File: config.mk
export PLATFORM = sky130hd
export DESIGN_NAME = hash_table_linear_probing
export DESIGN_NICKNAME = d
export VERILOG_FILES = /design/src/rtl/htlp_pkg.sv /design/src/rtl/htlp_ram.sv /design/src/rtl/htlp_front.sv /design/src/rtl/htlp_queue.sv /design/src/rtl/htlp_back.sv /design/src/rtl/hash_table_linear_probing.sv
export SDC_FILE = /design/constraint.sdc
export NUM_CORES = 2
export LEC_CHECK = 0
export BUFFER_PORTS_ARGS = -buffer_cell sky130_fd_sc_hd__buf_2
export CAP_MARGIN = 20
export CORE_MARGIN = 2
export CORE_UTILIZATION = 40
export CTS_BUF_LIST = sky130_fd_sc_hd__clkbuf_16
export CTS_CLUSTER_DIAMETER = 30
export CTS_CLUSTER_SIZE = 8
export DETAILED_ROUTE_END_ITERATION = 16
export REMOVE_ABC_BUFFERS = 1
export SKIP_LAST_GASP = 1
export SLEW_MARGIN = 0
export SYNTH_ARGS = -nofsm -noshare
export SYNTH_HDL_FRONTEND = slang
export SYNTH_SLANG_ARGS = --single-unit
File: constraint.sdc
create_clock -name clk -period 15.3 [get_ports clk]
set_clock_uncertainty 0.1 [all_clocks]
set_input_delay 0.765 -clock clk [delete_from_list [all_inputs] [get_ports clk]]
set_output_delay 0.765 -clock clk [all_outputs]
set_load 0.005 [all_outputs]
File: src/rtl/htlp_pkg.sv
// Package for the linear-probing hash table: word types, status codes,
// widths and layout of the command queue entry. No dependencies.
package htlp_pkg;

  // Default geometry
  localparam int DEF_TABLE_SLOTS = 32;
  localparam int DEF_KEY_CHARS   = 8;

  // Fixed field widths
  localparam int KEY_W      = 64;
  localparam int LEN_W      = 4;
  localparam int STATUS_W   = 3;
  localparam int SLOT_OUT_W = 5;
  localparam int MAX_CHARS  = 8;

  // Widest hash sum: 255 * (1 + 2 + ... + 8) = 9180
  localparam int SUM_W = 14;

  // Command queue depth between front and back
  localparam int Q_DEPTH = 2;

  // Command queue entry layout: {home, len, key, empty, kind}
  localparam int QE_KIND    = 0;
  localparam int QE_EMPTY   = 1;
  localparam int QE_KEY     = 2;
  localparam int QE_LEN     = QE_KEY + KEY_W;
  localparam int QE_HOME    = QE_LEN + LEN_W;

  // Request kinds
  localparam logic KIND_SEARCH = 1'b0;
  localparam logic KIND_INSERT = 1'b1;

  typedef enum logic [STATUS_W-1:0] {
    ST_FOUND     = 3'd0,
    ST_NOT_FOUND = 3'd1,
    ST_INSERTED  = 3'd2,
    ST_FULL      = 3'd3,
    ST_EMPTY_KEY = 3'd4
  } status_t;

  typedef struct packed {
    logic             kind;
    logic [KEY_W-1:0] key_chars;
    logic [LEN_W-1:0] key_length;
  } in_word_t;

  typedef struct packed {
    status_t               status;
    logic [SLOT_OUT_W-1:0] slot_index;
  } out_word_t;

endpackage

File: src/rtl/htlp_ram.sv
// Generic single-write, single-read RAM with registered read data.
// No dependencies.
module htlp_ram #(
  parameter int WIDTH = 8,
  parameter int DEPTH = 32
) (
  input  logic                                     clk,
  input  logic                                     we,
  input  logic [(DEPTH > 1 ? $clog2(DEPTH) : 1)-1:0] waddr,
  input  logic [WIDTH-1:0]                         wdata,
  input  logic [(DEPTH > 1 ? $clog2(DEPTH) : 1)-1:0] raddr,
  output logic [WIDTH-1:0]                         rdata
);

  logic [WIDTH-1:0] mem [DEPTH];

  always_ff @(posedge clk) begin
    if (we) begin
      mem[waddr] <= wdata;
    end
    rdata <= mem[raddr];
  end

endmodule

File: src/rtl/htlp_front.sv
// Front part: takes request words, masks the key, computes the home slot
// over three pipeline stages and pushes commands to the queue. Uses htlp_pkg.
module htlp_front #(
  parameter int TABLE_SLOTS = htlp_pkg::DEF_TABLE_SLOTS,
  parameter int KEY_CHARS   = htlp_pkg::DEF_KEY_CHARS
) (
  input  logic                                  clk,
  input  logic                                  rst_n,
  input  logic                                  take,
  input  htlp_pkg::in_word_t                    in_word,
  input  logic                                  q_full,
  output logic                                  q_push,
  output logic [htlp_pkg::QE_HOME+$clog2(TABLE_SLOTS)-1:0] q_data,
  output logic                                  stall
);

  localparam int IDX_W    = $clog2(TABLE_SLOTS);
  localparam int KEY_W    = htlp_pkg::KEY_W;
  localparam int LEN_W    = htlp_pkg::LEN_W;
  localparam int SUM_W    = htlp_pkg::SUM_W;
  localparam int RECIP_SH = 24;
  localparam int RECIP    = (1 << RECIP_SH) / TABLE_SLOTS;
  localparam int PROD_W   = SUM_W + RECIP_SH;

  // Stage registers
  logic             s1_v_r, s2_v_r, s3_v_r;
  logic             s1_kind_r, s2_kind_r, s3_kind_r;
  logic             s1_empty_r, s2_empty_r, s3_empty_r;
  logic [KEY_W-1:0] s1_key_r, s2_key_r, s3_key_r;
  logic [LEN_W-1:0] s1_len_r, s2_len_r, s3_len_r;
  logic [SUM_W-1:0] s1_sum_r, s2_sum_r, s3_sum_r;
  logic [SUM_W-1:0] s2_q_r;
  logic [SUM_W-1:0] s3_qd_r;

  logic             en;
  logic [LEN_W-1:0] len_eff;
  logic [KEY_W-1:0] key_m;
  logic [SUM_W-1:0] sum;
  logic [PROD_W-1:0] prod;
  logic [SUM_W-1:0] rem, rem_fix;

  // Pipeline moves when the last stage is empty or can push
  assign en     = !s3_v_r || !q_full;
  assign stall  = !en;
  assign q_push = s3_v_r && !q_full;

  // Clamp length, mask key bytes and weight each byte by its position
  always_comb begin
    len_eff = (in_word.key_length > LEN_W'(KEY_CHARS)) ? LEN_W'(KEY_CHARS)
                                                        : in_word.key_length;
    key_m = '0;
    sum   = '0;
    for (int i = 0; i < htlp_pkg::MAX_CHARS; i++) begin
      if (LEN_W'(i) < len_eff) begin
        key_m[8*i +: 8] = in_word.key_chars[8*i +: 8];
        sum = sum + SUM_W'(in_word.key_chars[8*i +: 8]) * SUM_W'(i + 1);
      end
    end
  end

  // Quotient estimate by reciprocal, at most one low
  assign prod = PROD_W'(s1_sum_r) * PROD_W'(RECIP);

  // Remainder with one correction step
  always_comb begin
    rem     = s3_sum_r - s3_qd_r;
    rem_fix = (rem >= SUM_W'(TABLE_SLOTS)) ? rem - SUM_W'(TABLE_SLOTS) : rem;
  end

  assign q_data = {IDX_W'(rem_fix), s3_len_r, s3_key_r, s3_empty_r, s3_kind_r};

  // Valid bits
  always_ff @(posedge clk) begin
    if (!rst_n) begin
      s1_v_r <= 1'b0;
      s2_v_r <= 1'b0;
      s3_v_r <= 1'b0;
    end else if (en) begin
      s1_v_r <= take;
      s2_v_r <= s1_v_r;
      s3_v_r <= s2_v_r;
    end
  end

  // Payload stages
  always_ff @(posedge clk) begin
    if (en) begin
      s1_kind_r  <= in_word.kind;
      s1_empty_r <= (len_eff == '0);
      s1_key_r   <= key_m;
      s1_len_r   <= len_eff;
      s1_sum_r   <= sum;

      s2_kind_r  <= s1_kind_r;
      s2_empty_r <= s1_empty_r;
      s2_key_r   <= s1_key_r;
      s2_len_r   <= s1_len_r;
      s2_sum_r   <= s1_sum_r;
      s2_q_r     <= SUM_W'(prod >> RECIP_SH);

      s3_kind_r  <= s2_kind_r;
      s3_empty_r <= s2_empty_r;
      s3_key_r   <= s2_key_r;
      s3_len_r   <= s2_len_r;
      s3_sum_r   <= s2_sum_r;
      s3_qd_r    <= s2_q_r * SUM_W'(TABLE_SLOTS);
    end
  end

endmodule

File: src/rtl/htlp_queue.sv
// Short command queue between the front and the back parts.
// Uses htlp_pkg for its depth.
module htlp_queue #(
  parameter int W = 8
) (
  input  logic         clk,
  input  logic         rst_n,
  input  logic         push,
  input  logic [W-1:0] wdata,
  input  logic         pop,
  output logic [W-1:0] rdata,
  output logic         full,
  output logic         not_empty
);

  localparam int DEPTH = htlp_pkg::Q_DEPTH;
  localparam int PTR_W = $clog2(DEPTH);
  localparam int CNT_W = $clog2(DEPTH + 1);

  logic [W-1:0]     ent_r [DEPTH];
  logic [PTR_W-1:0] wr_ptr_r, rd_ptr_r;
  logic [CNT_W-1:0] cnt_r;

  assign full      = (cnt_r == CNT_W'(DEPTH));
  assign not_empty = (cnt_r != '0);
  assign rdata     = ent_r[rd_ptr_r];

  // Pointers and fill count
  always_ff @(posedge clk) begin
    if (!rst_n) begin
      wr_ptr_r <= '0;
      rd_ptr_r <= '0;
      cnt_r    <= '0;
    end else begin
      if (push) begin
        wr_ptr_r <= (wr_ptr_r == PTR_W'(DEPTH - 1)) ? '0 : wr_ptr_r + 1'b1;
      end
      if (pop) begin
        rd_ptr_r <= (rd_ptr_r == PTR_W'(DEPTH - 1)) ? '0 : rd_ptr_r + 1'b1;
      end
      if (push && !pop) begin
        cnt_r <= cnt_r + 1'b1;
      end else if (pop && !push) begin
        cnt_r <= cnt_r - 1'b1;
      end
    end
  end

  // Entry storage
  always_ff @(posedge clk) begin
    if (push) begin
      ent_r[wr_ptr_r] <= wdata;
    end
  end

endmodule

File: src/rtl/htlp_back.sv
// Back part: clears the slot memory after reset, then probes it one slot
// a cycle per command and drives the result word. Uses htlp_pkg, htlp_ram.
module htlp_back #(
  parameter int TABLE_SLOTS = htlp_pkg::DEF_TABLE_SLOTS
) (
  input  logic                                  clk,
  input  logic                                  rst_n,
  input  logic                                  q_not_empty,
  input  logic [htlp_pkg::QE_HOME+$clog2(TABLE_SLOTS)-1:0] q_data,
  output logic                                  q_pop,
  output logic                                  clearing,
  output logic                                  out_strobe,
  output htlp_pkg::out_word_t                   out_word
);

  localparam int IDX_W  = $clog2(TABLE_SLOTS);
  localparam int KEY_W  = htlp_pkg::KEY_W;
  localparam int LEN_W  = htlp_pkg::LEN_W;
  localparam int OUT_W  = htlp_pkg::SLOT_OUT_W;
  localparam int EXT_W  = (IDX_W > OUT_W) ? IDX_W : OUT_W;
  localparam int ENT_W  = 1 + LEN_W + KEY_W;

  typedef enum logic [2:0] {
    B_CLR  = 3'b001,
    B_IDLE = 3'b010,
    B_CHK  = 3'b100
  } bstate_t;

  bstate_t          state_r, state_nxt;
  logic [IDX_W-1:0] clr_cnt_r, clr_cnt_nxt;
  logic [IDX_W-1:0] idx_r, idx_nxt;
  logic [IDX_W-1:0] cnt_r, cnt_nxt;
  logic             kind_r, kind_nxt;
  logic [KEY_W-1:0] key_r, key_nxt;
  logic [LEN_W-1:0] len_r, len_nxt;
  logic             out_strobe_r, out_strobe_nxt;
  htlp_pkg::out_word_t out_word_r, out_word_nxt;

  logic             we;
  logic [IDX_W-1:0] waddr, raddr, idx_inc;
  logic [ENT_W-1:0] wdata, rdata;
  logic             rd_used, rd_match;
  logic [EXT_W-1:0] idx_ext;

  // Head of queue fields
  logic             h_kind, h_empty;
  logic [KEY_W-1:0] h_key;
  logic [LEN_W-1:0] h_len;
  logic [IDX_W-1:0] h_home;

  assign h_kind  = q_data[htlp_pkg::QE_KIND];
  assign h_empty = q_data[htlp_pkg::QE_EMPTY];
  assign h_key   = q_data[htlp_pkg::QE_KEY +: KEY_W];
  assign h_len   = q_data[htlp_pkg::QE_LEN +: LEN_W];
  assign h_home  = q_data[htlp_pkg::QE_HOME +: IDX_W];

  // Slot memory entry: {used, length, key}
  htlp_ram #(
    .WIDTH (ENT_W),
    .DEPTH (TABLE_SLOTS)
  ) u_slots (
    .clk   (clk),
    .we    (we),
    .waddr (waddr),
    .wdata (wdata),
    .raddr (raddr),
    .rdata (rdata)
  );

  assign rd_used  = rdata[ENT_W-1];
  assign rd_match = (rdata[KEY_W +: LEN_W] == len_r) && (rdata[KEY_W-1:0] == key_r);
  assign idx_inc  = (idx_r == IDX_W'(TABLE_SLOTS - 1)) ? '0 : idx_r + 1'b1;
  assign idx_ext  = EXT_W'(idx_r);

  assign clearing   = (state_r == B_CLR);
  assign out_strobe = out_strobe_r;
  assign out_word   = out_word_r;

  // Sequencer
  always_comb begin
    state_nxt      = state_r;
    clr_cnt_nxt    = clr_cnt_r;
    idx_nxt        = idx_r;
    cnt_nxt        = cnt_r;
    kind_nxt       = kind_r;
    key_nxt        = key_r;
    len_nxt        = len_r;
    out_strobe_nxt = 1'b0;
    out_word_nxt   = out_word_r;
    q_pop          = 1'b0;
    we             = 1'b0;
    waddr          = idx_r;
    wdata          = {1'b1, len_r, key_r};
    raddr          = idx_inc;

    unique case (state_r)
      B_CLR: begin
        we          = 1'b1;
        waddr       = clr_cnt_r;
        wdata       = '0;
        clr_cnt_nxt = clr_cnt_r + 1'b1;
        if (clr_cnt_r == IDX_W'(TABLE_SLOTS - 1)) begin
          state_nxt = B_IDLE;
        end
      end
      B_IDLE: begin
        raddr = h_home;
        if (q_not_empty) begin
          q_pop = 1'b1;
          if (h_empty) begin
            out_strobe_nxt = 1'b1;
            out_word_nxt   = '{status: htlp_pkg::ST_EMPTY_KEY, slot_index: '0};
          end else begin
            kind_nxt  = h_kind;
            key_nxt   = h_key;
            len_nxt   = h_len;
            idx_nxt   = h_home;
            cnt_nxt   = '0;
            state_nxt = B_CHK;
          end
        end
      end
      B_CHK: begin
        // Next slot is read ahead while this one is checked
        if (!rd_used && kind_r == htlp_pkg::KIND_INSERT) begin
          we             = 1'b1;
          out_strobe_nxt = 1'b1;
          out_word_nxt   = '{status: htlp_pkg::ST_INSERTED,
                             slot_index: idx_ext[OUT_W-1:0]};
          state_nxt      = B_IDLE;
        end else if (!rd_used) begin
          out_strobe_nxt = 1'b1;
          out_word_nxt   = '{status: htlp_pkg::ST_NOT_FOUND, slot_index: '0};
          state_nxt      = B_IDLE;
        end else if (kind_r == htlp_pkg::KIND_SEARCH && rd_match) begin
          out_strobe_nxt = 1'b1;
          out_word_nxt   = '{status: htlp_pkg::ST_FOUND,
                             slot_index: idx_ext[OUT_W-1:0]};
          state_nxt      = B_IDLE;
        end else if (cnt_r == IDX_W'(TABLE_SLOTS - 1)) begin
          out_strobe_nxt = 1'b1;
          out_word_nxt   = '{status: (kind_r == htlp_pkg::KIND_INSERT) ?
                                     htlp_pkg::ST_FULL : htlp_pkg::ST_NOT_FOUND,
                             slot_index: '0};
          state_nxt      = B_IDLE;
        end else begin
          idx_nxt = idx_inc;
          cnt_nxt = cnt_r + 1'b1;
        end
      end
      default: begin
        state_nxt = B_IDLE;
      end
    endcase
  end

  // Control registers
  always_ff @(posedge clk) begin
    if (!rst_n) begin
      state_r      <= B_CLR;
      clr_cnt_r    <= '0;
      out_strobe_r <= 1'b0;
    end else begin
      state_r      <= state_nxt;
      clr_cnt_r    <= clr_cnt_nxt;
      out_strobe_r <= out_strobe_nxt;
    end
  end

  // Command and result payload
  always_ff @(posedge clk) begin
    idx_r      <= idx_nxt;
    cnt_r      <= cnt_nxt;
    kind_r     <= kind_nxt;
    key_r      <= key_nxt;
    len_r      <= len_nxt;
    out_word_r <= out_word_nxt;
  end

endmodule

File: src/rtl/hash_table_linear_probing.sv
// Linear-probing hash table. A word passes the front stages and the command
// queue to the back part, which probes P slots (1 to TABLE_SLOTS) before it
// raises the result strobe; an empty key probes no slot. The probe loop in
// the back part sets throughput, one slot memory read per cycle, while the
// front and the queue can take new words. The result is strobed for one cycle.
// Reset: a clearing pass over all TABLE_SLOTS slots holds busy high.
module hash_table_linear_probing #(
  parameter int TABLE_SLOTS = htlp_pkg::DEF_TABLE_SLOTS,
  parameter int KEY_CHARS   = htlp_pkg::DEF_KEY_CHARS
) (
  input  logic                clk,
  input  logic                rst_n,
  input  logic                start,
  output logic                busy,
  input  htlp_pkg::in_word_t  in_word,
  output logic                out_strobe,
  output htlp_pkg::out_word_t out_word
);

  localparam int QW = htlp_pkg::QE_HOME + $clog2(TABLE_SLOTS);

  logic          front_stall, clearing;
  logic          q_push, q_pop, q_full, q_not_empty;
  logic [QW-1:0] q_wdata, q_rdata;

  assign busy = front_stall || clearing;

  // Hashing front end
  htlp_front #(
    .TABLE_SLOTS (TABLE_SLOTS),
    .KEY_CHARS   (KEY_CHARS)
  ) u_front (
    .clk     (clk),
    .rst_n   (rst_n),
    .take    (start && !busy),
    .in_word (in_word),
    .q_full  (q_full),
    .q_push  (q_push),
    .q_data  (q_wdata),
    .stall   (front_stall)
  );

  // Command queue
  htlp_queue #(
    .W (QW)
  ) u_queue (
    .clk       (clk),
    .rst_n     (rst_n),
    .push      (q_push),
    .wdata     (q_wdata),
    .pop       (q_pop),
    .rdata     (q_rdata),
    .full      (q_full),
    .not_empty (q_not_empty)
  );

  // Probe engine and slot memory
  htlp_back #(
    .TABLE_SLOTS (TABLE_SLOTS)
  ) u_back (
    .clk         (clk),
    .rst_n       (rst_n),
    .q_not_empty (q_not_empty),
    .q_data      (q_rdata),
    .q_pop       (q_pop),
    .clearing    (clearing),
    .out_strobe  (out_strobe),
    .out_word    (out_word)
  );

  // No result comes out of the clearing pass
  assert property (@(posedge clk) disable iff (!rst_n) clearing |-> !out_strobe)
    else $error("result strobed during clearing pass");

  // The front never pushes into a full queue
  assert property (@(posedge clk) disable iff (!rst_n) q_push |-> !q_full)
    else $error("push into full command queue");

  // Misses carry slot zero
  assert property (@(posedge clk) disable iff (!rst_n)
    (out_strobe && (out_word.status == htlp_pkg::ST_NOT_FOUND ||
                    out_word.status == htlp_pkg::ST_FULL ||
                    out_word.status == htlp_pkg::ST_EMPTY_KEY))
    |-> (out_word.slot_index == '0))
    else $error("non-zero slot on a miss");

  // Nothing popped while clearing
  assert property (@(posedge clk) disable iff (!rst_n) clearing |-> !q_pop)
    else $error("queue popped during clearing pass");

endmodule

==> impl_metrics.tcl <==
set metrics [dict create \
    rr_startpoint "u_back.idx_ext[0]$_DFFE_PP_" \
    rsz0062_at_grt "no" \
    pin_count 82 \
    grt_pass1_wl_um 445000 \
    cpPeakStageDelay_ps 690 \
    busiest_layer "met2" \
    drv_slew 0 \
    setup_violations 0 \
    timing.final.crit_share_pct 61.8 \
    hold_path.class "input port to flip-flop" \
    ys.flop_type "edfxtp_1" \
    layout.nets 7369 \
    port_buffers 81 \
    dieHeight_um 517 \
    cap_violations 0 \
    mappedNetlistArea_um2 105000 \
    clkPwrFrac_pct 50.8 \
    yosysWarnings 0 \
    sequentialPowerShare_pct 44.9 \
    drt_iter0_markers 8265 \
    ys_types 61 \
    critical_path_required_ps 15810 \
    ir_worst_vdd_uv 109 \
    cts.sinks 2756 \
    critPathLaunch "in_word[3]" \
    routed_via_density 5.65 \
    use_met1_pct 30.7 \
    coreArea_um2 262000 \
    overflow 0 \
    hold_viol 0 \
    antenna_found_initial 27 \
    die_w_um 517 \
    final_cell_mix "2670 x edfxtp_1, 1555 x nand2_1, 487 x clkbuf_16" \
    first_pass_iters 6 \
    vias 63153 \
    cpMostUsedCell "fa_1" \
    routed_wl_um 316000 \
    synth_top_family_by_area "simple AND/OR/NAND/NOR gates" \
    cp-start-kind "input port" \
    crit_family "adder cells" \
    synthSimpleGateAreaFrac_pct 10.3 \
    run_status "completed" \
    synth-edff-count 2670 \
    final_core_util_pct 47.8 \
    grt_use_total_pct 23.2 \
    crit_arrival_ps 9960 \
    whs_path_depth 2 \
    ys_seq_area_share_pct 77.9 \
    relSlewSlack_pct 19.0 \
    crit_path_end_kind "flip-flop" \
    synth_mux_area_share_pct 2.92 \
    crit_cells 40 \
    antenna_left 0 \
    postSynthAreaPerCell_um2 15.2 \
    place_congestion 0.805 \
    finalCriticalPeriod_ps 9450 \
    hpwl_um 164000 \
    tns_ps 0 \
    fin_ws_ps 5850 \
    synth_xor_area_share_pct 0.796 \
    grt_util_met2_pct 37.1 \
    switching_power_mw 4.24 \
    crit_fanout 24 \
    root_buffer "clkbuf_16" \
    pwr_density_cell_nw_per_um2 155 \
    p_leak_nw 43.4 \
    path_buf_inv 5 \
    path_class "input port to flip-flop" \
    min_from "in_word[32]" \
    sw_frac_of_total_pct 21.9 \
    post-place-ws_ps 5010 \
    tightest_slew_ps 1220 \
    area_delta_synth_final_pct 19.1 \
    p_int_mw 15.2 \
    use_met3_pct 4.46 \
    pwr-share-comb_pct 4.4 \
    max_freq_mhz 106 \
    ys_seq_elements 2756 \
    syn_inst 6937 \
    num-fill-cells 22132 \
    routedWlPerCell_um 28.3 \
    layout-drive-gt1-share_pct 13.4 \
    grt_max_degree 163 \
    cts_tree "done" \
    synthAdderAreaFrac_pct 0.678 \
    reg2reg_depth 14 \
    start_util_pct 40.1 \
    clkTransAtPathRegs_ps 50 \
    layout_commonest_cell "edfxtp_1" \
    clockBufferDepth 4 \
    cts_htree_levels 5 \
    drc 0 \
    clock_latency_ps 940 \
    synth-compound-area-share_pct 5.60 \
    cts_buffers 483 \
    fp-row-count 188 \
    die_area_um2 267000 \
    async_reset_ff_share_pct 0 \
    grt_pass1_vias 61605 \
    slowest_stage "or4_4" \
]
-- Yosys cell counts (3+ instances only) --
master / n / share of area (%)
dfxtp_1: 86 / 1.6
fa_1: 15 / 0.29
nand4_1: 10 / 0.059
a21oi_1: 16 / 0.076
or2_2: 3 / 0.018
mux2_2: 79 / 0.85
nor2b_1: 27 / 0.16
a31oi_1: 345 / 2.1
o21ai_0: 6 / 0.029
buf_1: 18 / 0.064
xnor2_1: 50 / 0.42
and2_1: 266 / 1.6
clkbuf_1: 229 / 0.82
or3_1: 3 / 0.018
edfxtp_1: 2670 / 76
a21o_1: 10 / 0.071
a32oi_1: 209 / 1.7
nor2_1: 73 / 0.26
nand3_1: 422 / 2.0
buf_2: 156 / 0.74
nor4_1: 78 / 0.46
xor2_1: 43 / 0.36
nand4b_1: 3 / 0.025
and3_1: 8 / 0.048
a211oi_1: 140 / 1.0
nor3_1: 3 / 0.014
nand3b_1: 4 / 0.029
mux2i_1: 216 / 2.1
o22ai_1: 73 / 0.43
nand2b_1: 3 / 0.018
nand2_1: 1558 / 5.6
buf_4: 5 / 0.036
inv_1: 37 / 0.13
a21boi_0: 5 / 0.036
o31ai_1: 3 / 0.021
o21a_1: 3 / 0.021
ha_1: 33 / 0.39
-- sequential cells by signal, indices dropped and copies added, names as in the netlist, 8 cells and up, named ones only --
register	flops
u_back.u_slots.mem	2208
u_front.s1_key_r	64
u_front.s2_key_r	64
u_back.u_slots.rdata	69
u_back.out_word	8
u_back.key_r	64
u_front.s3_key_r	64
u_queue.ent_r	150
-- layout make-up --
class	instances	area, um^2	area share, %
flip-flops and latches	2756	81900	65.3
inverters	38	153	0.122
well taps	3515	4400	3.51
clock inverters	378	2980	2.38
repair buffers	237	1820	1.45
clock buffers	487	12200	9.72
diodes	36	90.1	0.0719
multi-input cells	3733	21800	17.4
-- worst reg2reg max path, cell delays in order (launching register included) --
cell and delay, ps:
edfxtp_1 500, ha_1 270, and3_1 190, ha_1 230, nor2b_1 170, nor2_1 120
a21oi_4 190, buf_4 610, buf_4 890, buf_4 840, buf_4 860, mux2i_1 250
a32oi_1 250, a31oi_1 140, nor4_1 310
-- cells by family (layout without fill, tap and decap cells) --
logic type | Yosys count | after routing
DFF | 2756 | 2756
and+or+nand+nor | 2470 | 2470
adders and majority gates | 48 | 48
muxes | 296 | 296
buffers and inverters | 448 | 1140
other | 0 | 36
AOI/OAI and AO/OA | 825 | 825
xor gates and xnor gates | 94 | 94
-- stage by stage --
step | power [mW] | hold slack [ps] | std cells | cell area [um^2]
finish | 19.4 | 48.2 | 11180 | 125000
global placement | 9.65 | 301 | 10264 | 110000
global route | 19.9 | 23.5 | 11173 | 125000
floorplan | 9.37 | 300 | 6527 | 103000
detailed placement | 9.67 | 305 | 10267 | 110000
CTS | 19.5 | 0.274 | 11137 | 125000
-- metal layers --
layer | vias up | share of wire, %
li1 | 27021 | -
met1 | 32213 | 40
met2 | 3238 | 47
met3 | 671 | 8.7
met4 | 10 | 4.4
met5 | - | 0.021
-- power by group through the flow --
stage          clock network, mW  registers (mW)  logic [mW]
2_1_floorplan                  0            8.80       0.565
3_3_place_gp                   0            8.82       0.831
3_5_place_dp                   0            8.83       0.837
4_1_cts                     9.92            8.70       0.843
5_1_grt                     10.3            8.70       0.912
6_report                    9.84            8.70       0.850
-- what timing repair did --
action / 4_1_cts / 5_1_grt
hold buffers: 5 / 0
setup endpoints to repair: 0 / 0
hold endpoints to repair: 5 / 0
resized for setup: 0 / 0
setup buffers: 0 / 0
-- worst paths after layout --
check,end,slack (ps)
hold reg to reg,u_front.s2_key_r[24]$_DFFE_PN_,280
setup / recovery,u_front.s1_sum_r[4]$_DFFE_PN_,5850
hold / removal,u_front.s1_key_r[28]$_SDFFCE_PP0N_,50
setup reg to reg,u_back.u_slots.rdata[14]$_DFF_P_,9260
Note: power is estimated with default switching activity, not from simulation.
